===== src/sv/igs_pkg.sv =====
// ----------------------------------------------------------------------------
// igs_pkg: shared types for the intake gripper sequencer
// Word layouts, stage and operation codes, configuration register indexes.
// ----------------------------------------------------------------------------
package igs_pkg;

  localparam int unsigned DriveW = 16;
  localparam int unsigned TickW  = 16;

  typedef enum logic [1:0] {
    OP_MANUAL = 2'd0,
    OP_AUTO   = 2'd1,
    OP_HOLD   = 2'd2,
    OP_REINIT = 2'd3
  } op_e;

  typedef enum logic [1:0] {
    AGC_NONE  = 2'd0,
    AGC_SET   = 2'd1,
    AGC_CLEAR = 2'd2,
    AGC_SPARE = 2'd3
  } agc_e;

  typedef enum logic [2:0] {
    ST_BOTTOM = 3'd0,
    ST_INGEST = 3'd1,
    ST_WAIT   = 3'd2,
    ST_HOLD   = 3'd3,
    ST_EJECT  = 3'd4
  } stage_e;

  typedef enum logic [2:0] {
    CFG_INGEST_SPEED = 3'd0,
    CFG_EJECT_HIGH   = 3'd1,
    CFG_EJECT_LOW    = 3'd2,
    CFG_WAIT_TICKS   = 3'd3,
    CFG_EJECT_TICKS  = 3'd4
  } cfg_idx_e;

  localparam logic [TickW-1:0] WaitTicksRst  = TickW'(10);
  localparam logic [TickW-1:0] EjectTicksRst = TickW'(50);

  typedef struct packed {
    logic [1:0] operation;
    logic       cube_present;
    logic       grab_press_edge;
    logic       grab_held;
    logic       eject_held;
    logic       gentle_held;
    logic       manual_close;
    logic       lifter_at_bottom;
    logic       lifter_raise_done;
    logic [1:0] auto_grab_command;
  } igs_in_t;

  typedef struct packed {
    logic signed [DriveW-1:0] left_drive;
    logic signed [DriveW-1:0] right_drive;
    logic                     arms_open;
    logic                     lifter_raise_request;
    logic [2:0]               stage_now;
  } igs_out_t;

  typedef struct packed {
    logic signed [DriveW-1:0] ingest_speed;
    logic signed [DriveW-1:0] eject_high_speed;
    logic signed [DriveW-1:0] eject_low_speed;
    logic [TickW-1:0]         ingest_wait_ticks;
    logic [TickW-1:0]         eject_ticks;
  } igs_cfg_t;

endpackage


===== src/sv/igs_cfg.sv =====
// ----------------------------------------------------------------------------
// igs_cfg: configuration register file
// Five 16-bit registers written by index; unknown indexes are dropped.
// ----------------------------------------------------------------------------
module igs_cfg import igs_pkg::*; (
  input  logic              clk_i,
  input  logic              rst_ni,
  input  logic              cfg_we_i,
  input  logic [2:0]        cfg_idx_i,
  input  logic [DriveW-1:0] cfg_data_i,
  output igs_cfg_t          cfg_o
);

  igs_cfg_t cfg_q;

  always_ff @(posedge clk_i or negedge rst_ni) begin
    if (!rst_ni) begin
      cfg_q.ingest_speed      <= '0;
      cfg_q.eject_high_speed  <= '0;
      cfg_q.eject_low_speed   <= '0;
      cfg_q.ingest_wait_ticks <= WaitTicksRst;
      cfg_q.eject_ticks       <= EjectTicksRst;
    end else if (cfg_we_i) begin
      case (cfg_idx_e'(cfg_idx_i))
        CFG_INGEST_SPEED: cfg_q.ingest_speed      <= cfg_data_i;
        CFG_EJECT_HIGH:   cfg_q.eject_high_speed  <= cfg_data_i;
        CFG_EJECT_LOW:    cfg_q.eject_low_speed   <= cfg_data_i;
        CFG_WAIT_TICKS:   cfg_q.ingest_wait_ticks <= cfg_data_i;
        CFG_EJECT_TICKS:  cfg_q.eject_ticks       <= cfg_data_i;
        default: ;
      endcase
    end
  end

  assign cfg_o = cfg_q;

endmodule


===== src/sv/igs_core.sv =====
// ----------------------------------------------------------------------------
// igs_core: sequencer state and per-tick next-state logic
// Updates stage, timer and flags for one word; returns the result word.
// ----------------------------------------------------------------------------
module igs_core import igs_pkg::*; (
  input  logic     clk_i,
  input  logic     rst_ni,
  input  logic     step_i,
  input  igs_in_t  word_i,
  input  igs_cfg_t cfg_i,
  output igs_out_t res_o
);

  stage_e           stage_q, stage_d;
  logic [TickW-1:0] tick_q, tick_d;
  logic             arm_q, arm_d;
  logic             ag_q, ag_d;
  logic             ga_q, ga_d;
  logic             ge_q, ge_d;

  logic signed [DriveW-1:0] left;
  logic                     req;

  always_ff @(posedge clk_i or negedge rst_ni) begin
    if (!rst_ni) begin
      stage_q <= ST_INGEST;
      tick_q  <= '0;
      arm_q   <= 1'b0;
      ag_q    <= 1'b0;
      ga_q    <= 1'b0;
      ge_q    <= 1'b0;
    end else if (step_i) begin
      stage_q <= stage_d;
      tick_q  <= tick_d;
      arm_q   <= arm_d;
      ag_q    <= ag_d;
      ga_q    <= ga_d;
      ge_q    <= ge_d;
    end
  end

  always_comb begin
    stage_d = stage_q;
    arm_d   = arm_q;
    ga_d    = ga_q;
    ge_d    = ge_q;
    left    = '0;
    req     = 1'b0;

    case (agc_e'(word_i.auto_grab_command))
      AGC_SET:   ag_d = 1'b1;
      AGC_CLEAR: ag_d = 1'b0;
      default:   ag_d = ag_q;
    endcase

    tick_d = (tick_q == '1) ? tick_q : tick_q + TickW'(1);

    case (op_e'(word_i.operation))
      OP_REINIT: begin
        arm_d   = 1'b0;
        stage_d = ST_INGEST;
        tick_d  = '0;
        ag_d    = 1'b0;
        ga_d    = 1'b0;
      end
      OP_HOLD: begin
        stage_d = ST_HOLD;
      end
      OP_AUTO: begin
        if (stage_q == ST_HOLD) begin
          left    = ge_q ? cfg_i.eject_low_speed : cfg_i.eject_high_speed;
          tick_d  = '0;
          stage_d = ST_EJECT;
        end else if (stage_q == ST_EJECT) begin
          if (tick_d >= cfg_i.eject_ticks) begin
            arm_d   = 1'b1;
            stage_d = ST_INGEST;
          end else begin
            left = ge_q ? cfg_i.eject_low_speed : cfg_i.eject_high_speed;
          end
        end
      end
      default: begin
        case (stage_q)
          ST_BOTTOM: begin
            if (word_i.lifter_at_bottom) begin
              arm_d   = 1'b1;
              stage_d = ST_INGEST;
            end
          end
          ST_INGEST: begin
            if (word_i.grab_press_edge) ag_d = 1'b1;
            if (word_i.cube_present || word_i.manual_close) begin
              arm_d   = 1'b0;
              tick_d  = '0;
              left    = cfg_i.ingest_speed;
              ga_d    = 1'b0;
              ag_d    = 1'b0;
              stage_d = ST_WAIT;
            end else begin
              arm_d = 1'b1;
              if (ag_d) left = cfg_i.ingest_speed;
            end
          end
          ST_WAIT: begin
            if (tick_d > cfg_i.ingest_wait_ticks) begin
              req = 1'b1;
              if (word_i.lifter_raise_done) stage_d = ST_HOLD;
            end else begin
              left = cfg_i.ingest_speed;
            end
          end
          ST_HOLD: begin
            if (word_i.grab_press_edge) ga_d = 1'b1;
            if (ga_d && word_i.grab_held) begin
              left = cfg_i.ingest_speed;
            end else if (word_i.eject_held) begin
              if (word_i.gentle_held) ge_d = 1'b1;
              left    = ge_d ? cfg_i.eject_low_speed : cfg_i.eject_high_speed;
              tick_d  = '0;
              stage_d = ST_EJECT;
            end
          end
          ST_EJECT: begin
            // manual eject end restores the normal eject speed
            if (tick_d >= cfg_i.eject_ticks) begin
              arm_d   = 1'b1;
              ge_d    = 1'b0;
              stage_d = ST_INGEST;
            end else begin
              left = ge_q ? cfg_i.eject_low_speed : cfg_i.eject_high_speed;
            end
          end
          default: ;
        endcase
      end
    endcase

    res_o.left_drive  = left;
    // most negative drive has no positive twin: clamp
    res_o.right_drive = (left == {1'b1, {(DriveW-1){1'b0}}}) ?
                        {1'b0, {(DriveW-1){1'b1}}} : -left;
    res_o.arms_open            = arm_d;
    res_o.lifter_raise_request = req;
    res_o.stage_now            = stage_d;
  end

endmodule


===== src/sv/intake_gripper_sequencer_top.sv =====
// ----------------------------------------------------------------------------
// intake_gripper_sequencer_top: cube intake sequencer
// Input register, sequencer core, result register and config registers.
// ----------------------------------------------------------------------------
// One input word is one control tick and yields exactly one result word.
// A word is taken into the input register, runs combinationally through the
// sequencer core (stage, tick timer, arm and grab flags) and lands in the
// result register, so the block sustains one word per cycle while the result
// side does not stall. The two registers decouple the sides: a stalled result
// holds while one further word can still enter an empty input register.
// Configuration is a plain indexed write port (0 ingest speed, 1 eject high
// speed, 2 eject low speed, 3 ingest wait ticks, 4 eject ticks); the user
// must write it only while idle, which the block itself does not enforce.
// ----------------------------------------------------------------------------
module intake_gripper_sequencer_top import igs_pkg::*; (
  input  logic              clk_i,
  input  logic              rst_ni,
  // input words
  input  logic              in_valid_i,
  output logic              in_stall_o,
  input  igs_in_t           in_word_i,
  // result words
  output logic              out_valid_o,
  input  logic              out_stall_i,
  output igs_out_t          out_word_o,
  // configuration writes
  input  logic              cfg_we_i,
  input  logic [2:0]        cfg_idx_i,
  input  logic [DriveW-1:0] cfg_data_i
);

  igs_cfg_t cfg;
  igs_in_t  in_q;
  logic     in_vld_q;
  igs_out_t res;
  igs_out_t out_q;
  logic     out_vld_q;
  logic     step;
  logic     in_take;

  // core steps when an input word is held and the result register is free or is drained this cycle
  assign step       = in_vld_q && (!out_vld_q || !out_stall_i);
  assign in_stall_o = in_vld_q && !step;
  assign in_take    = in_valid_i && !in_stall_o;

  always_ff @(posedge clk_i or negedge rst_ni) begin
    if (!rst_ni) begin
      in_vld_q <= 1'b0;
    end else if (in_take) begin
      in_vld_q <= 1'b1;
    end else if (step) begin
      in_vld_q <= 1'b0;
    end
  end

  always_ff @(posedge clk_i) begin
    if (in_take) begin
      in_q <= in_word_i;
    end
  end

  igs_cfg u_cfg (
    .clk_i      (clk_i),
    .rst_ni     (rst_ni),
    .cfg_we_i   (cfg_we_i),
    .cfg_idx_i  (cfg_idx_i),
    .cfg_data_i (cfg_data_i),
    .cfg_o      (cfg)
  );

  igs_core u_core (
    .clk_i  (clk_i),
    .rst_ni (rst_ni),
    .step_i (step),
    .word_i (in_q),
    .cfg_i  (cfg),
    .res_o  (res)
  );

  // result register
  always_ff @(posedge clk_i or negedge rst_ni) begin
    if (!rst_ni) begin
      out_vld_q <= 1'b0;
    end else if (step) begin
      out_vld_q <= 1'b1;
    end else if (!out_stall_i) begin
      out_vld_q <= 1'b0;
    end
  end

  always_ff @(posedge clk_i) begin
    if (step) begin
      out_q <= res;
    end
  end

  assign out_valid_o = out_vld_q;
  assign out_word_o  = out_q;

endmodule

===== config.mk =====
export PLATFORM = sky130hd
export DESIGN_NAME = intake_gripper_sequencer_top
export DESIGN_NICKNAME = d
export VERILOG_FILES = /design/src/sv/igs_pkg.sv /design/src/sv/igs_cfg.sv /design/src/sv/igs_core.sv /design/src/sv/intake_gripper_sequencer_top.sv
export SDC_FILE = /design/constraint.sdc
export NUM_CORES = 1
export LEC_CHECK = 0
export BUFFER_PORTS_ARGS = -buffer_cell sky130_fd_sc_hd__buf_2
export CAP_MARGIN = 20
export CORE_MARGIN = 2
export CORE_UTILIZATION = 45
export CTS_CLUSTER_DIAMETER = 200
export DETAILED_ROUTE_END_ITERATION = 8
export PLACE_DENSITY = 0.65
export SYNTH_ARGS = -nofsm -noshare
export SYNTH_HDL_FRONTEND = slang
export SYNTH_SLANG_ARGS = --single-unit

===== constraint.sdc =====
create_clock -name clk_i -period 12.09 [get_ports clk_i]
set_input_delay 2.418 -clock clk_i [delete_from_list [all_inputs] [get_ports clk_i]]
set_output_delay 2.418 -clock clk_i [all_outputs]
set_load 0.05 [all_outputs]

==> results.tsv, run 1 <==
metric	value	unit
WL final	19.75	mm
Synth Instances	760	
GRT Residual Overflow	0	
initial antenna violation count	0	
num ports	75	
fill count	1615	
TritonCTS clock tree	yes	
Worst Tran Pin Value	1014	ps
Final Cycle Share	54.02	%
clock power share	29.6	%
number of library cell types mapped by synthesis	81	
Via density	5.736	
Worst Path Arrival	6810	ps
row count	49	
Critical Path Stages	23	
hold path startpoint	u_core.ga_q$_DFFE_PN0P_	
Comb pwr share	28.5	%
Fin Clk Skew	7.348	ps
type of origin of the critical path	register	
# H-tree levels	4	
Lkg Pwr	4.210	nW
TNS Setup	0	ps
count of final setup violators	0	
syn avg cell area	10.92	um^2
largest family of logic cells by synthesized area	compound AO/OA/AOI/OAI gates	
top cell family by delay on the critical path	simple AND/OR/NAND/NOR gates	
Worst Path Class, Setup	register to register	
vias	6138	
RSZ-0062 raised after global routing	false	
reg2reg end	out_word_o[18]$_SDFFCE_PN1P_	
first-pass GRT wire length	32.71	mm
DR pass1 iterations	6	
gpl congestion	0.8919	
Die W	139.8	um
DR WL/cell	18.46	um
syn nets	833	
clock root buffer	clkbuf_16	
GRT Util Overall	21.17	%
Mapped Area	8300	um^2
Post-Synth XOR/XNOR Area	2.593	%
DRT antenna net count	0	
Post-synth ARST share	68.18	%
post-DP HPWL	14.38	mm
DR iter-0 viols	443	
number of synthesized flops with an enable pin	49	
reg2reg setup slack	5560	ps
synth-to-layout area growth	13.61	%
reg-to-reg startpoint	u_core.tick_q[0]$_DFFE_PN0P_	
Hold Vio Cnt, Final	0	
die height	139.8	um
max-slew violations	0	
Worst Path Buf+Inv	1	
top-area cell type share of the netlist area	29.85	%
adder-cell share of the synthesized area	5.577	%
Hold Path Class	register to register	
Setup Fix Bufs, Post-CTS	0	
hold_buf cts	0	
clk slew on worst S/H paths	70	ps
PD cells	182.0	nW/um^2
vias in the first global route	6112	
Sw Share	35.45	%
met1 usage	28.05	%
met2 Use GR	34.61	%
area leader, netlist	dfrtp_1	
share of layout cells above drive strength 1	25.80	%
register area share after synthesis	49.47	%
status	completed	
clock sink total	154	
crit-path max FO	15	
DRC Markers	0	
Ant. Diodes	0	
Peak VDD IR	117.2	uV
worst path required time	12370	ps
mux cell area share after synthesis	10.27	%
Max-Cap Viols	0	
post_cts resized	0	
Post-Place Cells	1038	
total CTS buffers	17	
non-filler cells, final	1070	
maximum clock path buffer count	2	
Int Pwr	1.108	mW
slew margin rel.	32.42	%
Port Buffers	74	
Fmax	153.1	MHz
Synth Area in Compound Gates	14.31	%
Post-Synth Simple-Gate Area	14.15	%
top area cells in the synthesized netlist	dfrtp_1, edfxtp_1, mux2_2, ha_1, nand2_1	
met3 usage in global routing	4.301	%
Reg power frac	42.0	%
sw power	0.6085	mW
Worst-Skew Late Latency	430	ps
Final Critical Period	6532	ps
Initial Util	46.05	%
Cell Chain, Critical Path	ha_1 > nand3_1 > nor2_1 > nand2_1 > nand4_1 > nor2_1 > and3_1 > nand4_1 > xnor2_1 > ha_1 > nand4_1 > nor2_1 > nand3_1 > a211oi_2 > o32ai_2 > or2_1 > a222oi_1 > ha_1 > inv_1 > a211o_1 > nor2_1 > nand4_1 > nand3_1	
CP endpoint kind	register	
largest net degree at the start of global routing	72	
CP max stage delay	540	ps
Hold Slack	497.1	ps
FF+latch count, synth	154	
nets@finish	901	
die area	19550	um^2
WHS Endpoint	u_core.ga_q$_DFFE_PN0P_	
Main synth FF type	dfrtp_1	
Core Area	18020	um^2
Top Usage Layer GRT	met2	
Hold Path Stages	2	
Worst path slowest cell	a222oi_1	
Ys Warns	0	
Worst Reg2Reg Path Length in Cells	23	
## cells in the final DEF, fill, tap and decap left out, types with 7 or more instances in the layout
cell type	synthesis	final
inv_1	45	44
mux2_2	69	69
o211ai_1	7	7
ha_1	37	37
nor2b_1	8	8
a21oi_1	20	20
xnor2_1	11	11
a21o_1	7	7
dfrtp_1	99	99
o21ai_0	57	57
edfxtp_1	49	49
buf_2	7	73
nand2_1	81	81
nand4_1	12	12
nor2_1	38	38
xor2_1	11	11
o31ai_1	7	7
nand2b_1	8	8
a22o_1	11	11
nor3_1	10	9
nand3_1	21	21
clkbuf_16	0	17
and3_1	8	8
## cell usage after synthesis, types with 4 or more instances
| library cell | count |
|---|---|
| nand2b_1 | 8 |
| nor2b_1 | 8 |
| nor4_1 | 4 |
| nor3_1 | 10 |
| nand2_1 | 81 |
| o21ai_0 | 57 |
| a21o_1 | 7 |
| dfstp_2 | 6 |
| mux2i_1 | 6 |
| inv_1 | 45 |
| dfrtp_1 | 99 |
| edfxtp_1 | 49 |
| xnor2_1 | 11 |
| xor2_1 | 11 |
| and2_1 | 6 |
| nand3_1 | 21 |
| mux2_2 | 69 |
| nor2_1 | 38 |
| nand4_1 | 12 |
| clkbuf_1 | 20 |
| a221o_1 | 4 |
| a22o_1 | 11 |
| nor3b_1 | 4 |
| o211ai_1 | 7 |
| buf_2 | 7 |
| and3_1 | 8 |
| o31ai_1 | 7 |
| a21oi_1 | 20 |
| ha_1 | 37 |
| a211oi_1 | 6 |
## state kept, by name (all words and copies together) (netlist names)
register / flops
in_vld_q: 1
u_core.ag_q: 1
u_core.ga_q: 1
out_valid_o: 1
in_q: 12
u_core.arm_q: 1
u_core.stage_q: 3
u_cfg.cfg_o: 80
out_word_o: 37
u_core.ge_q: 1
u_core.tick_q: 16
## metrics by stage
stage          setup WS (ps)  power (mW)  area, um^2  utilization [%]
2_1_floorplan           6795       1.097        8300                -
3_3_place_gp            5875       1.208        8875            49.24
3_5_place_dp            5664       1.217        8875            49.24
4_1_cts                 5637       1.726        9430            52.32
5_1_grt                 4824       1.810        9430            52.32
6_report                5558       1.716        9430            52.32
## layout make-up
cell class	count	area, um^2	share of cell area, %
Multi-Input combinational cell	531	3902	41.38
Clock inverter	15	130.1	1.380
Timing Repair Buffer	79	410.4	4.352
Sequential cell	154	4106	43.55
Inverter	45	168.9	1.791
Tap cell	229	286.5	3.038
Clock buffer	17	425.4	4.511
## kinds of logic after synthesis
| kind of cell | after synthesis |
|---|---|
| fa+ha+maj | 37 |
| compound gates | 167 |
| mux | 76 |
| buf+inv | 75 |
| simple gates | 228 |
| xor+xnor | 23 |
| flops | 154 |
## tightest hold or removal path, stage by stage, from the launching register on
cell and delay [ps]:
dfrtp_1 340, o31ai_1 70, nand2_1 60
## how the worst max path moves through the flow
stage                                       startpoint                            to  slack [ps]
after CTS                 u_core.tick_q[0]$_DFFE_PN0P_   out_word_o[6]$_SDFFCE_PN1P_        5640
after detailed placement  u_core.tick_q[0]$_DFFE_PN0P_   out_word_o[6]$_SDFFCE_PN1P_        5660
final                     u_core.tick_q[0]$_DFFE_PN0P_  out_word_o[18]$_SDFFCE_PN1P_        5560
after global placement    u_core.tick_q[0]$_DFFE_PN0P_  out_word_o[18]$_SDFFCE_PN1P_        5870
after global routing      u_core.tick_q[0]$_DFFE_PN0P_  out_word_o[18]$_SDFFCE_PN1P_        4820
after floorplan           u_core.tick_q[1]$_DFFE_PN0P_  out_word_o[20]$_SDFFCE_PN0P_        6800
## power groups by stage
| stage | combinational (mW) | sequential (mW) | clock, mW |
|---|---|---|---|
| after global routing | 0.538 | 0.733 | 0.538 |
| final | 0.488 | 0.720 | 0.508 |
| after CTS | 0.490 | 0.720 | 0.515 |
| after global placement | 0.482 | 0.726 | 0 |
| after floorplan | 0.294 | 0.803 | 0 |
| after detailed placement | 0.488 | 0.729 | 0 |
## metal layers
metal / vias up / wire, um
li1: 2919 / -
met1: 2993 / 8802
met2: 193 / 9496
met3: 33 / 964
met4: 0 / 489
met5: - / 0
Note: power is estimated with default switching activity, not from simulation.
==> run 2: changes to the inputs <==
- ABC_AREA: not set -> 1
- PLACE_DENSITY: 0.65 -> 0.67
- clock period: 12.09 -> 5.95 ns (I/O delays scaled with it)
==> run 2 against run 1 <==
Against the previous run:
- utilization is 0.84 points higher
- area after synthesis rose by 5.1%
- combinational power grew to 2.5 times the previous value
- sequential share of layout area is 2.7 points lower
- sequential cell count is the same
- maximum frequency grew 24%
- synthesized cell count is 39% higher
- sequential power increased by 97%
- critical endpoint is now out_word_o[10]$_SDFFCE_PN1P_
- highest routed layer unchanged
==> results.tsv, run 2 <==
metric	value	unit	change
total CTS buffers	17		unchanged
top-area cell type share of the netlist area	28.39	%	was 29.85%
# H-tree levels	4		unchanged
Lkg Pwr	4.887	nW	was 4.210 nW
slew margin rel.	29.45	%	was 32.42%
TritonCTS clock tree	yes		unchanged
DRT antenna net count	0		unchanged
Peak VDD IR	172.6	uV	was 117.2 uV
count of final setup violators	0		unchanged
gpl congestion	0.8735		was 0.8919
first-pass GRT wire length	34.80	mm	was 32.71 mm
Worst Path Class, Setup	register to register		unchanged
WL final	21.55	mm	was 19.75 mm
Initial Util	46.19	%	was 46.05%
num ports	75		unchanged
clock root buffer	clkbuf_16		unchanged
Fin Clk Skew	9.658	ps	was 7.348 ps
Worst Path Buf+Inv	9		was 1
Worst Tran Pin Value	1055	ps	was 1014 ps
Int Pwr	2.322	mW	was 1.108 mW
type of origin of the critical path	register		unchanged
Final Cycle Share	88.60	%	was 54.02%
CP max stage delay	410	ps	was 540 ps
max-slew violations	0		unchanged
vias in the first global route	6669		was 6112
Largest register FFs	80		unchanged
Ys Warns	0		unchanged
share of layout cells above drive strength 1	17.44	%	was 25.80%
RSZ-0062 raised after global routing	false		unchanged
most frequent cell after synthesis	nand2_1		was dfrtp_1
post-DP HPWL	15.46	mm	was 14.38 mm
die height	143.3	um	was 139.8 um
largest net degree at the start of global routing	69		was 72
TNS Setup	0	ps	unchanged
sw power	1.401	mW	was 0.6085 mW
Mapped Area	8726	um^2	was 8300 um^2
number of library cell types mapped by synthesis	45		was 81
cell area after layout	10040	um^2	was 9430 um^2
Worst-Skew Late Latency	430	ps	about the same
fill count	1767		was 1615
Via density	5.156		was 5.736
CP endpoint kind	register		unchanged
status	completed		unchanged
Hold Path Class	register to register		unchanged
GRT Util Overall	21.82	%	was 21.17%
Die W	143.3	um	was 139.8 um
most instantiated cells after synthesis	nand2_1, inv_1, o21ai_0, dfrtp_1, nand3_1		was dfrtp_1, nand2_1, mux2_2, o21ai_0, edfxtp_1
PD cells	370.7	nW/um^2	was 182.0 nW/um^2
Post-synth ARST share	68.18	%	unchanged
most common cell after layout, fill and taps aside	nand2_1		was dfrtp_1
Main synth FF type	dfrtp_1		unchanged
area leader, netlist	dfrtp_1		unchanged
FF+latch count, synth	154		unchanged
Ant. Diodes	0		unchanged
Core Area	18890	um^2	was 18020 um^2
initial antenna violation count	0		unchanged
DR iter-0 viols	650		was 443
clock sink total	154		unchanged
Worst path slowest cell	dfrtp_1		was a222oi_1
number of synthesized flops with an enable pin	49		unchanged
synth-to-layout area growth	15.10	%	was 13.61%
worst path required time	6230	ps	was 12370 ps
Max-Cap Viols	0		unchanged
top area cells in the synthesized netlist	dfrtp_1, edfxtp_1, nand2_1, o21ai_0, inv_1		was dfrtp_1, edfxtp_1, mux2_2, ha_1, nand2_1
Power, Total	3.723	mW	was 1.716 mW
Sw Share	37.62	%	was 35.45%
Final Critical Period	5272	ps	was 6532 ps
commonest non-fill, non-tap cells in the layout	nand2_1, inv_1, o21ai_0		was dfrtp_1, nand2_1, buf_2
GRT Residual Overflow	0		unchanged
top cell family by delay on the critical path	simple AND/OR/NAND/NOR gates		unchanged
vias	7254		was 6138
maximum clock path buffer count	2		unchanged
clk slew on worst S/H paths	60	ps	was 70 ps
Area after DPL	9349	um^2	was 8875 um^2
nets@finish	1207		was 901
Hold Vio Cnt, Final	0		unchanged
row count	50		was 49
die area	20520	um^2	was 19550 um^2
syn nets	1131		was 833
DRC Markers	0		unchanged
DR pass1 iterations	6		unchanged
Fmax	189.7	MHz	was 153.1 MHz
Worst Path Arrival	5560	ps	was 6810 ps
DR WL/cell	15.32	um	was 18.46 um
Comb pwr share	32.9	%	was 28.5%
register area share after synthesis	47.06	%	was 49.47%
final core utilization	53.16	%	was 52.32%
Synth Instances	1058		was 760
syn avg cell area	8.248	um^2	was 10.92 um^2
Port Buffers	74		unchanged
crit-path max FO	9		was 15
Reg power frac	38.1	%	was 42.0%
clock power share	29.1	%	was 29.6%
[run 2: cell types whose count changed after synthesis, moves of 11 or more]
cell,previous run,this run
xnor2_1,11,0
nand3_1,21,66
nand2_1,81,241
nand2_2,0,14
o21ai_0,57,127
mux2_2,69,1
nor2_1,38,59
a22o_1,11,0
inv_1,45,152
nand3_2,2,15
[run 2: power groups by stage]
stage / Clock (mW) / Sequential, mW / Combinational [mW]
3_5_place_dp: 0 / 1.43 / 1.20
4_1_cts: 1.09 / 1.42 / 1.21
3_3_place_gp: 0 / 1.43 / 1.18
6_report: 1.08 / 1.42 / 1.22
5_1_grt: 1.14 / 1.44 / 1.37
2_1_floorplan: 0 / 1.60 / 0.726
[run 2: per-layer routing]
metal,share of wire [%],routed length (um),GRT usage (%)
met3,5.7,1239,4.158
met4,1.3,289,5.108
met2,43,9289,32.01
met1,50,10740,33.29
met5,0,0,0
[run 2: kinds of logic (layout without fill, tap and decap cells)]
logic type,count (synthesis),in the layout,synth area share (%)
simple gates,458,458,24.91
compound gates,204,204,12.86
buf+inv,194,283,8.732
flops,154,154,47.06
fa+ha+maj,37,37,5.305
xor+xnor,10,10,1.004
mux,1,1,0.1290
[run 2: final timing paths]
check / startpoint / slack (ps) / depth (start not counted) / to
max: u_core.tick_q[0]$_DFFE_PN0P_ / 680 / 40 / out_word_o[10]$_SDFFCE_PN1P_
min: u_cfg.cfg_o[3]$_DFFE_PN0P_ / 480 / 2 / u_cfg.cfg_o[3]$_DFFE_PN0P_
max reg2reg: u_core.tick_q[0]$_DFFE_PN0P_ / 680 / 40 / out_word_o[10]$_SDFFCE_PN1P_
min reg2reg: u_cfg.cfg_o[3]$_DFFE_PN0P_ / 480 / 2 / u_cfg.cfg_o[3]$_DFFE_PN0P_
max in group asynchronous: rst_ni / 4060 / 2 / u_core.stage_q[0]$_DFFE_PN1P_
min in group asynchronous: rst_ni / 870 / 1 / u_cfg.cfg_o[9]$_DFFE_PN0P_
[run 2: layout make-up]
cell class	instances	area, um^2	share of cell area [%]
clock buffer	21	470.5	4.684
clock inverter	11	117.6	1.171
inverter	159	596.8	5.942
multi-input combinational	710	3876	38.59
sequential	154	4106	40.89
tap	260	325.3	3.239
timing repair buffer	92	550.5	5.481
[run 2: per-stage QoR]
step           hold slack, ps  cells  setup WS [ps]
6_report                481.5   1407          678.1
5_1_grt                 506.1   1407          66.89
4_1_cts                 488.0   1400          411.9
3_5_place_dp            473.2   1368          443.3
3_3_place_gp            465.9   1367          635.8
2_1_floorplan           453.0   1058           1240
[run 2: worst min-delay path, cell delays in order, from the launching register on]
cell     delay (ps)
dfrtp_1         340
nand2_1          50
o21ai_0          60
[run 2: repair_timing]
action                                  4_1_cts  5_1_grt
resized for setup                             0        2
endpoints found under the setup margin        0       14
buffers inserted                              0        3
hold buffers                                  0        0
